`config.mk`:
```
export PLATFORM = sky130hd
export DESIGN_NAME = waypoint_rotate_then_drive_controller
export DESIGN_NICKNAME = d
export VERILOG_FILES = /design/src/rtl/wrtd_pkg.sv /design/src/rtl/waypoint_rotate_then_drive_controller.sv /design/src/rtl/wrtd_goal_fifo.sv /design/src/rtl/wrtd_cordic.sv
export SDC_FILE = /design/constraint.sdc
export NUM_CORES = 2
export LEC_CHECK = 0
export BUFFER_PORTS_ARGS = -buffer_cell sky130_fd_sc_hd__clkbuf_2
export CAP_MARGIN = 20
export CORE_ASPECT_RATIO = 1.4
export CORE_MARGIN = 2
export CORE_UTILIZATION = 40
export CTS_BUF_LIST = sky130_fd_sc_hd__clkbuf_8
export CTS_CLUSTER_DIAMETER = 60
export CTS_CLUSTER_SIZE = 8
export DETAILED_ROUTE_END_ITERATION = 12
export PLACE_DENSITY = 0.58
export SYNTH_ARGS = -nofsm -noshare
export SYNTH_HDL_FRONTEND = slang
export SYNTH_SLANG_ARGS = --single-unit
```
`constraint.sdc`:
```
create_clock -name clk -period 13.6 [get_ports clk]
set_clock_uncertainty 0.05 [all_clocks]
set_input_delay 2.72 -clock clk [delete_from_list [all_inputs] [get_ports clk]]
set_output_delay 2.72 -clock clk [all_outputs]
set_load 0.01 [all_outputs]
```
`src/rtl/wrtd_pkg.sv`:
```
// shared types, constants and the arctangent table of the waypoint controller
// no dependencies
package wrtd_pkg;

  localparam int GOAL_DEPTH   = 16;
  localparam int CORDIC_STEPS = 14;
  localparam int ATAN_LEN     = 20;

  localparam int GIDX_W     = $clog2(GOAL_DEPTH);
  localparam int GCNT_W     = $clog2(GOAL_DEPTH + 1);
  localparam int STEP_W     = $clog2(CORDIC_STEPS + 1);
  localparam int ATAN_IDX_W = $clog2(ATAN_LEN);

  localparam int DELTA_W  = 18;
  localparam int CORDIC_W = 27;
  localparam int ANGLE_W  = 17;
  localparam int PROD_W   = 2 * DELTA_W;
  localparam int DIST_W   = 34;

  localparam logic signed [ANGLE_W-1:0] PI_Q12 = 17'sd12868;

  localparam logic [1:0] CMD_POSE    = 2'd0;
  localparam logic [1:0] CMD_ENQUEUE = 2'd1;
  localparam logic [1:0] CMD_TICK    = 2'd2;

  localparam logic [1:0] ACT_STOP    = 2'd0;
  localparam logic [1:0] ACT_ROTATE  = 2'd1;
  localparam logic [1:0] ACT_DRIVE   = 2'd2;
  localparam logic [1:0] ACT_REACHED = 2'd3;

  localparam logic [1:0] REG_LINEAR_SPEED  = 2'd0;
  localparam logic [1:0] REG_ANGULAR_SPEED = 2'd1;
  localparam logic [1:0] REG_DIST_THRESH   = 2'd2;
  localparam logic [1:0] REG_ANGLE_THRESH  = 2'd3;

  typedef struct packed {
    logic signed [7:0] gx;
    logic signed [7:0] gy;
    logic [7:0]        id;
  } goal_t;

  typedef struct packed {
    logic empty;
    logic full;
  } fifo_status_t;

  // atan(2^-i) in q4.12
  function automatic logic signed [ANGLE_W-1:0] atan_q12(input logic [ATAN_IDX_W-1:0] idx);
    logic signed [ANGLE_W-1:0] r;
    case (idx)
      5'd0:    r = 17'sd3217;
      5'd1:    r = 17'sd1899;
      5'd2:    r = 17'sd1003;
      5'd3:    r = 17'sd509;
      5'd4:    r = 17'sd256;
      5'd5:    r = 17'sd128;
      5'd6:    r = 17'sd64;
      5'd7:    r = 17'sd32;
      5'd8:    r = 17'sd16;
      5'd9:    r = 17'sd8;
      5'd10:   r = 17'sd4;
      5'd11:   r = 17'sd2;
      5'd12:   r = 17'sd1;
      default: r = 17'sd0;
    endcase
    return r;
  endfunction

endpackage

```
`src/rtl/waypoint_rotate_then_drive_controller.sv`:
```
// Waypoint controller top: keeps the pose and a queue of goals and answers each control tick
// with stop, rotate, drive or goal reached. Depends on wrtd_pkg, wrtd_goal_fifo, wrtd_cordic.
// Pose and enqueue items give no result and leave the unit idle. A tick on an empty queue
// goes straight to the finish state, which registers its result. A tick with a goal passes
// through load and start to the iterative cordic bearing unit and then to a decide step that
// gives rotate, or else goes on through three passes of the one shared 18x18 multiplier for
// the squared distances and a compare that give drive or goal reached; a goal that sits right
// on the pose skips the cordic steps. in_ready is low while a tick is worked on, and the next
// item is taken at the earliest in the cycle after the result is registered; a finished
// result sits in the output register until taken, and a later tick that finishes before
// then waits for it. Registers sit at byte addresses 0, 4, 8 and 12 of the apb-style port.
module waypoint_rotate_then_drive_controller import wrtd_pkg::*; (
  input  logic               clk,
  input  logic               rst,
  input  logic               in_valid,
  output logic               in_ready,
  input  logic [1:0]         command,
  input  logic signed [15:0] pos_x,
  input  logic signed [15:0] pos_y,
  input  logic signed [14:0] heading,
  input  logic [7:0]         goal_id,
  output logic               out_valid,
  input  logic               out_ready,
  output logic [1:0]         action,
  output logic [14:0]        linear_cmd,
  output logic signed [15:0] angular_cmd,
  output logic [7:0]         removed_id,
  input  logic               psel,
  input  logic               penable,
  input  logic               pwrite,
  input  logic [3:0]         paddr,
  input  logic [31:0]        pwdata,
  output logic [31:0]        prdata,
  output logic               pready
);

  localparam logic [3:0] S_IDLE   = 4'd0;
  localparam logic [3:0] S_LOAD   = 4'd1;
  localparam logic [3:0] S_START  = 4'd2;
  localparam logic [3:0] S_WAIT   = 4'd3;
  localparam logic [3:0] S_DECIDE = 4'd4;
  localparam logic [3:0] S_SQX    = 4'd5;
  localparam logic [3:0] S_SQY    = 4'd6;
  localparam logic [3:0] S_SQT    = 4'd7;
  localparam logic [3:0] S_CMP    = 4'd8;
  localparam logic [3:0] S_FINISH = 4'd9;

  logic [3:0] state;

  logic [14:0] linear_speed;
  logic [14:0] angular_speed;
  logic [14:0] distance_threshold;
  logic [14:0] angle_threshold;

  logic signed [15:0] robot_x;
  logic signed [15:0] robot_y;
  logic signed [14:0] robot_heading;

  goal_t        push_goal;
  goal_t        head_goal;
  fifo_status_t fifo_status;
  logic         push;
  logic         pop;
  logic         in_accept;

  logic signed [DELTA_W-1:0] dx;
  logic signed [DELTA_W-1:0] dy;
  logic signed [15:0]        goal_xf;
  logic signed [15:0]        goal_yf;
  logic                      cordic_done;
  logic signed [ANGLE_W-1:0] cordic_angle;
  logic signed [ANGLE_W-1:0] bearing;
  logic signed [DELTA_W-1:0] err;
  logic [DELTA_W-1:0]        err_mag;

  logic signed [DELTA_W-1:0] mul_a;
  logic signed [DELTA_W-1:0] mul_b;
  logic signed [PROD_W-1:0]  prod;
  logic [DIST_W-1:0]         d2;

  logic [1:0]         res_action;
  logic [14:0]        res_linear;
  logic signed [15:0] res_angular;
  logic [7:0]         res_id;

  assign in_ready  = (state == S_IDLE);
  assign in_accept = in_valid && in_ready;
  assign pready    = 1'b1;

  always_comb begin
    case (paddr[3:2])
      REG_LINEAR_SPEED:  prdata = 32'(linear_speed);
      REG_ANGULAR_SPEED: prdata = 32'(angular_speed);
      REG_DIST_THRESH:   prdata = 32'(distance_threshold);
      REG_ANGLE_THRESH:  prdata = 32'(angle_threshold);
      default:           prdata = '0;
    endcase
  end

  always_ff @(posedge clk) begin
    if (rst) begin
      linear_speed       <= 15'd128;
      angular_speed      <= 15'd128;
      distance_threshold <= 15'd256;
      angle_threshold    <= 15'd1229;
    end else if (psel && penable && pwrite && pready) begin
      case (paddr[3:2])
        REG_LINEAR_SPEED:  linear_speed       <= pwdata[14:0];
        REG_ANGULAR_SPEED: angular_speed      <= pwdata[14:0];
        REG_DIST_THRESH:   distance_threshold <= pwdata[14:0];
        REG_ANGLE_THRESH:  angle_threshold    <= pwdata[14:0];
        default:           linear_speed       <= linear_speed;
      endcase
    end
  end

  // truncate toward zero to a whole unit
  assign push_goal.gx = pos_x[15:8] + 8'(pos_x[15] && (pos_x[7:0] != 8'h00));
  assign push_goal.gy = pos_y[15:8] + 8'(pos_y[15] && (pos_y[7:0] != 8'h00));
  assign push_goal.id = goal_id;
  assign push = in_accept && (command == CMD_ENQUEUE);
  assign pop  = (state == S_CMP) && !(d2 > DIST_W'(prod));

  wrtd_goal_fifo u_fifo (
    .clk       (clk),
    .rst       (rst),
    .push      (push),
    .push_goal (push_goal),
    .pop       (pop),
    .head_goal (head_goal),
    .status    (fifo_status)
  );

  wrtd_cordic u_cordic (
    .clk   (clk),
    .rst   (rst),
    .start (state == S_START),
    .dx    (dx),
    .dy    (dy),
    .done  (cordic_done),
    .angle (cordic_angle)
  );

  assign goal_xf = {head_goal.gx, 8'h00};
  assign goal_yf = {head_goal.gy, 8'h00};
  assign err     = DELTA_W'(bearing) - DELTA_W'(robot_heading);
  assign err_mag = err[DELTA_W-1] ? DELTA_W'(-err) : DELTA_W'(err);

  // shared multiplier operand select
  always_comb begin
    case (state)
      S_SQX: begin
        mul_a = dx;
        mul_b = dx;
      end
      S_SQY: begin
        mul_a = dy;
        mul_b = dy;
      end
      default: begin
        mul_a = $signed({3'b000, distance_threshold});
        mul_b = $signed({3'b000, distance_threshold});
      end
    endcase
  end

  always_ff @(posedge clk) begin
    prod <= mul_a * mul_b;
  end

  always_ff @(posedge clk) begin
    if (rst) begin
      state         <= S_IDLE;
      out_valid     <= 1'b0;
      robot_x       <= '0;
      robot_y       <= '0;
      robot_heading <= '0;
    end else begin
      if (out_valid && out_ready && (state != S_FINISH)) begin
        out_valid <= 1'b0;
      end
      case (state)
        S_IDLE: begin
          if (in_accept) begin
            case (command)
              CMD_POSE: begin
                robot_x       <= pos_x;
                robot_y       <= pos_y;
                robot_heading <= heading;
              end
              CMD_TICK: begin
                res_action  <= ACT_STOP;
                res_linear  <= '0;
                res_angular <= '0;
                res_id      <= '0;
                state       <= fifo_status.empty ? S_FINISH : S_LOAD;
              end
              default: state <= S_IDLE;
            endcase
          end
        end
        S_LOAD: begin
          dx    <= DELTA_W'(goal_xf) - DELTA_W'(robot_x);
          dy    <= DELTA_W'(goal_yf) - DELTA_W'(robot_y);
          state <= S_START;
        end
        S_START: state <= S_WAIT;
        S_WAIT: begin
          if (cordic_done) begin
            bearing <= cordic_angle;
            state   <= S_DECIDE;
          end
        end
        S_DECIDE: begin
          if (err_mag > DELTA_W'(angle_threshold)) begin
            res_action  <= ACT_ROTATE;
            res_angular <= (bearing < robot_heading) ? -$signed({1'b0, angular_speed})
                                                     : $signed({1'b0, angular_speed});
            state       <= S_FINISH;
          end else begin
            state <= S_SQX;
          end
        end
        S_SQX: state <= S_SQY;
        S_SQY: begin
          d2    <= DIST_W'(prod);
          state <= S_SQT;
        end
        S_SQT: begin
          d2    <= d2 + DIST_W'(prod);
          state <= S_CMP;
        end
        S_CMP: begin
          if (d2 > DIST_W'(prod)) begin
            res_action <= ACT_DRIVE;
            res_linear <= linear_speed;
          end else begin
            res_action <= ACT_REACHED;
            res_id     <= head_goal.id;
          end
          state <= S_FINISH;
        end
        S_FINISH: begin
          if (!out_valid || out_ready) begin
            out_valid   <= 1'b1;
            action      <= res_action;
            linear_cmd  <= res_linear;
            angular_cmd <= res_angular;
            removed_id  <= res_id;
            state       <= S_IDLE;
          end
        end
        default: state <= S_IDLE;
      endcase
    end
  end

endmodule

```
`src/rtl/wrtd_goal_fifo.sv`:
```
// circular goal queue: storage array, head pointer and fill count
// depends on wrtd_pkg
module wrtd_goal_fifo import wrtd_pkg::*; (
  input  logic         clk,
  input  logic         rst,
  input  logic         push,
  input  goal_t        push_goal,
  input  logic         pop,
  output goal_t        head_goal,
  output fifo_status_t status
);

  goal_t             mem [GOAL_DEPTH];
  logic [GIDX_W-1:0] head;
  logic [GCNT_W-1:0] count;
  logic [GIDX_W:0]   tail_sum;
  logic [GIDX_W:0]   tail_wrap;
  logic [GIDX_W-1:0] tail;
  logic              push_ok;
  logic              pop_ok;

  assign status.empty = (count == '0);
  assign status.full  = (count == GCNT_W'(GOAL_DEPTH));

  assign push_ok = push && !status.full;
  assign pop_ok  = pop && !status.empty;

  assign tail_sum  = {1'b0, head} + (GIDX_W+1)'(count);
  assign tail_wrap = (tail_sum >= (GIDX_W+1)'(GOAL_DEPTH)) ?
                     tail_sum - (GIDX_W+1)'(GOAL_DEPTH) : tail_sum;
  assign tail      = tail_wrap[GIDX_W-1:0];

  always_ff @(posedge clk) begin
    if (push_ok) begin
      mem[tail] <= push_goal;
    end
    head_goal <= mem[head];
  end

  always_ff @(posedge clk) begin
    if (rst) begin
      head  <= '0;
      count <= '0;
    end else begin
      if (pop_ok) begin
        head <= (head == GIDX_W'(GOAL_DEPTH - 1)) ? '0 : head + 1'b1;
      end
      case ({push_ok, pop_ok})
        2'b10:   count <= count + 1'b1;
        2'b01:   count <= count - 1'b1;
        default: count <= count;
      endcase
    end
  end

endmodule

```
`src/rtl/wrtd_cordic.sv`:
```
// iterative cordic vectoring unit giving the bearing of (dx, dy) in q4.12
// depends on wrtd_pkg
module wrtd_cordic import wrtd_pkg::*; (
  input  logic                      clk,
  input  logic                      rst,
  input  logic                      start,
  input  logic signed [DELTA_W-1:0] dx,
  input  logic signed [DELTA_W-1:0] dy,
  output logic                      done,
  output logic signed [ANGLE_W-1:0] angle
);

  logic signed [CORDIC_W-1:0] x;
  logic signed [CORDIC_W-1:0] y;
  logic signed [CORDIC_W-1:0] xs;
  logic signed [CORDIC_W-1:0] ys;
  logic signed [CORDIC_W-1:0] x0;
  logic signed [CORDIC_W-1:0] y0;
  logic signed [ANGLE_W-1:0]  step_atan;
  logic [STEP_W-1:0]          step;
  logic                       busy;

  assign x0 = CORDIC_W'(dx) <<< 6;
  assign y0 = CORDIC_W'(dy) <<< 6;
  assign xs = x >>> step;
  assign ys = y >>> step;
  assign step_atan = atan_q12(ATAN_IDX_W'(step));

  always_ff @(posedge clk) begin
    if (rst) begin
      busy <= 1'b0;
      done <= 1'b0;
      step <= '0;
    end else begin
      if (start) begin
        step <= '0;
        done <= (dx == '0 && dy == '0);
        if (dx == '0 && dy == '0) begin
          angle <= '0;
        end else begin
          busy <= 1'b1;
          if (dx < 0) begin
            x     <= -x0;
            y     <= -y0;
            angle <= (dy >= 0) ? PI_Q12 : -PI_Q12;
          end else begin
            x     <= x0;
            y     <= y0;
            angle <= '0;
          end
        end
      end else if (busy) begin
        if (y >= 0) begin
          x     <= x + ys;
          y     <= y - xs;
          angle <= angle + step_atan;
        end else begin
          x     <= x - ys;
          y     <= y + xs;
          angle <= angle - step_atan;
        end
        done <= (step == STEP_W'(CORDIC_STEPS - 1));
        if (step == STEP_W'(CORDIC_STEPS - 1)) begin
          busy <= 1'b0;
        end else begin
          step <= step + 1'b1;
        end
      end else begin
        done <= 1'b0;
      end
    end
  end

endmodule
```
==> impl_metrics.csv <==
group,metric,value,unit
run_status,outcome,"finished, final reports clean",
logic_synthesis,ys_warn_count,0,
setup_path,r2r_setup_slack,4.21,ns
grt,grt_pass1_wl,223000,µm
detailed_routing,first_pass_iters,7,
logic_synthesis,synth.most_common_cell,"edfxtp_1",
setup_path,cp_max_fo,18,
setup_path,endpoint,"prod[26]",
layout,drive_gt1_share,12.2,%
grt,grt_usage,21.1,%
placement,portBuffers,138,
layout,final_area,58800,µm²
logic_synthesis,synthSimpleGateAreaFrac,11.2,%
sta,slew_headroom,21.3,%
sta,final-setup-viol-count,0,
setup_path,cp-start-kind,"flop",
floorplan,num_io_pins,176,
clocking,insertion_delay,0.86,ns
logic_synthesis,ys_async_sr_fraction,0,%
detailed_routing,vias_per_cell,5.38,
placement,placed_area,56400,µm²
detailed_routing,drt-total-wl,146000,µm
floorplan,num_rows,159,
setup_path,critPathSlowestCell,"dfxtp_1",
worst_hold_path,min_path_type,"flop to flop",
setup_path,crit_start,"state[3]",
sta,hold_violations,0,
floorplan,initial_utilization,40.2,%
placement,pre_cts_slack,4.18,ns
sta,min_period_over_period,69.0,%
sta,setup_tns,0,ns
floorplan,die_w,314,µm
setup_path,crit_family,"adder cells",
logic_synthesis,synth-compound-area-share,9.72,%
grt,antenna_found_initial,12,
detailed_routing,drtIter0Drc,2536,
setup_path,worstSetupEndpointType,"flop",
logic_synthesis,synth_edf_count,622,
clocking,cts_root_buf,"clkbuf_8",
logic_synthesis,yosys.area.top_type,"edfxtp_1",
sta,worstMarginPinSlew,1.18,ns
logic_synthesis,synthAdderAreaFrac,17.6,%
setup_path,crit_type,"flop to flop",
logic_synthesis,muxShareOfSynthArea,9.16,%
setup_path,cp_num_cells,30,
sta,clock.fmax,0.107,GHz
detailed_routing,wl_per_cell,21.2,µm
setup_path,timing.critical_path.buf_inv,7,
detailed_routing,route.detailed.drc,0,
clocking,postCtsSetupRepairBufs,0,
floorplan,fp.dieArea,138000,µm²
clocking,cts_buffers,119,
pwr,peakVddDrop,0.131,mV
logic_synthesis,synth_ff_type,"edfxtp_1",
sta,rsz0062_at_grt,"no",
layout,syn_to_final_growth,9.23,%
clocking,holdBufCountCts,0,
clocking,clock_sinks,818,
logic_synthesis,syn_avg_cell_area,11.0,µm²
clocking,cts_tree,"built",
run,maxCapViolations,0,
grt,grt_start_max_net_pins,91,
placement,place_hpwl,106000,µm
setup_path,regToRegStartpoint,"state[3]",
clocking,cts_resized,0,
floorplan,fp.dieH,438,µm
logic_synthesis,ys_seq_area_share,42.0,%
placement,routabilityCongestion,0.898,
sta,slew_viol_final,0,
clocking,cts_buffer_depth,3,
setup_path,reg2reg_depth,30,
floorplan,core-area,134000,µm²
logic_synthesis,syn_area,53900,µm²
logic_synthesis,synth_top_family_by_area,"adder cells",
pwr,power_density,98.1,nW/µm²
logic_synthesis,yosys.cell_types.count,98,
logic_synthesis,synth-xor-area-share,4.76,%
logic_synthesis,synth_seq_cells,818,
setup_path,cp.required,14.28,ns
pwr,p_leak,23.0,nW
detailed_routing,route.vias.total,37000,
logic_synthesis,yosys-top-cells-area,"edfxtp_1 35%, fa_1 10%, mux4_2 7.4%, dfxtp_1 7.3%, ha_1 7.2%",
logic_synthesis,synth_common_cells,"622 x edfxtp_1, 573 x nand2_1, 543 x inv_1",
grt,grt_pass1_vias,37400,
detailed_routing,ant_nets,0,
clocking,htreeDepth,3,
setup_path,crit_arrival,10.07,ns
sta,setup_slack,4.21,ns
setup_path,worst_path_largest_cell_delay,0.74,ns
sta,hold_ws,0.360,ns
setup_path,crit_top_cell,"fa_1",
grt,grt-ovfl-total,0,
worst_hold_path,min_delay_path_depth,0,
logic_synthesis,netlist_instances,4885,
sta,min_period,9.39,ns
logic_synthesis,netlist.area_leader.share,34.7,%
layout,final_nets,5690,
setup_path,r2r_end,"prod[26]",
clocking,clk_pin_slew,0.07,ns
cell type report:
class,instances,area [µm²]
Fill cell,12600,75000
Multi-Input combinational cell,3317,28500
Sequential cell,818,22600
Tap cell,1771,2220
Inverter,549,2060
Clock buffer,120,1650
Timing Repair Buffer,196,1210
Clock inverter,103,603
Antenna cell,8,20.0
flip-flops by register name (all words and copies together), names as in the netlist, 17 cells and up:
signal / count
bearing: 17
d2: 34
dx: 17
dy: 17
prod: 33
u_cordic.angle: 17
u_cordic.x: 27
u_cordic.y: 27
u_fifo.head_goal: 24
u_fifo.mem: 384
worst min-delay path by stage:
| stage | start | to | slack, ns |
|---|---|---|---|
| finish | res_linear[7] | linear_cmd[7] | 0.36 |
| global route | res_angular[1] | angular_cmd[1] | 0.37 |
| floorplan | res_action[0] | action[0] | 0.35 |
| CTS | res_id[0] | removed_id[0] | 0.37 |
| detailed placement | res_linear[12] | linear_cmd[12] | 0.35 |
| global placement | res_linear[12] | linear_cmd[12] | 0.35 |
layout by cell type, fill, tap and decap left out, types with 36 or more instances in the layout:
cell type,n
nand2_1,573
o21ai_0,200
a21o_1,50
nand3_1,61
xor2_1,96
clkbuf_2,137
ha_1,311
nand2b_1,41
edfxtp_1,622
xnor2_1,197
dfxtp_1,188
buf_4,51
nor2_1,280
fa_1,278
inv_1,627
nor3_1,63
mux4_2,177
and3_1,45
mux2i_1,43
clkbuf_8,120
a21oi_1,311
or3_1,36
power breakdown:
group | internal (mW) | switching (mW)
logic | 0.433 | 0.611
clock network | 0.876 | 1.01
registers | 2.78 | 0.0598
total | 4.09 | 1.68
cell families after synthesis:
group	Yosys count
AO/OA/AOI/OAI	849
XOR/XNOR	293
adder cells (fa/ha/maj)	589
buffers and inverters	766
flip-flops	818
multiplexers	256
other	2
AND/OR/NAND/NOR	1312
metrics by stage:
step / instances / power (mW) / util, %
2_1_floorplan: 4901 / 3.66 / -
3_3_place_gp: 6635 / 3.91 / 42.1
3_5_place_dp: 6638 / 3.93 / 42.1
4_1_cts: 6861 / 5.83 / 43.8
5_1_grt: 6879 / 6.06 / 43.9
6_report: 6882 / 5.77 / 43.9
layer usage:
metal	GRT usage [%]	share of wire (%)
met5	0	0.0069
met1	26.2	40
met2	36.6	50
met4	9.58	4.4
met3	2.85	5.1
No activity file was read; power rests on OpenSTA's default activity.
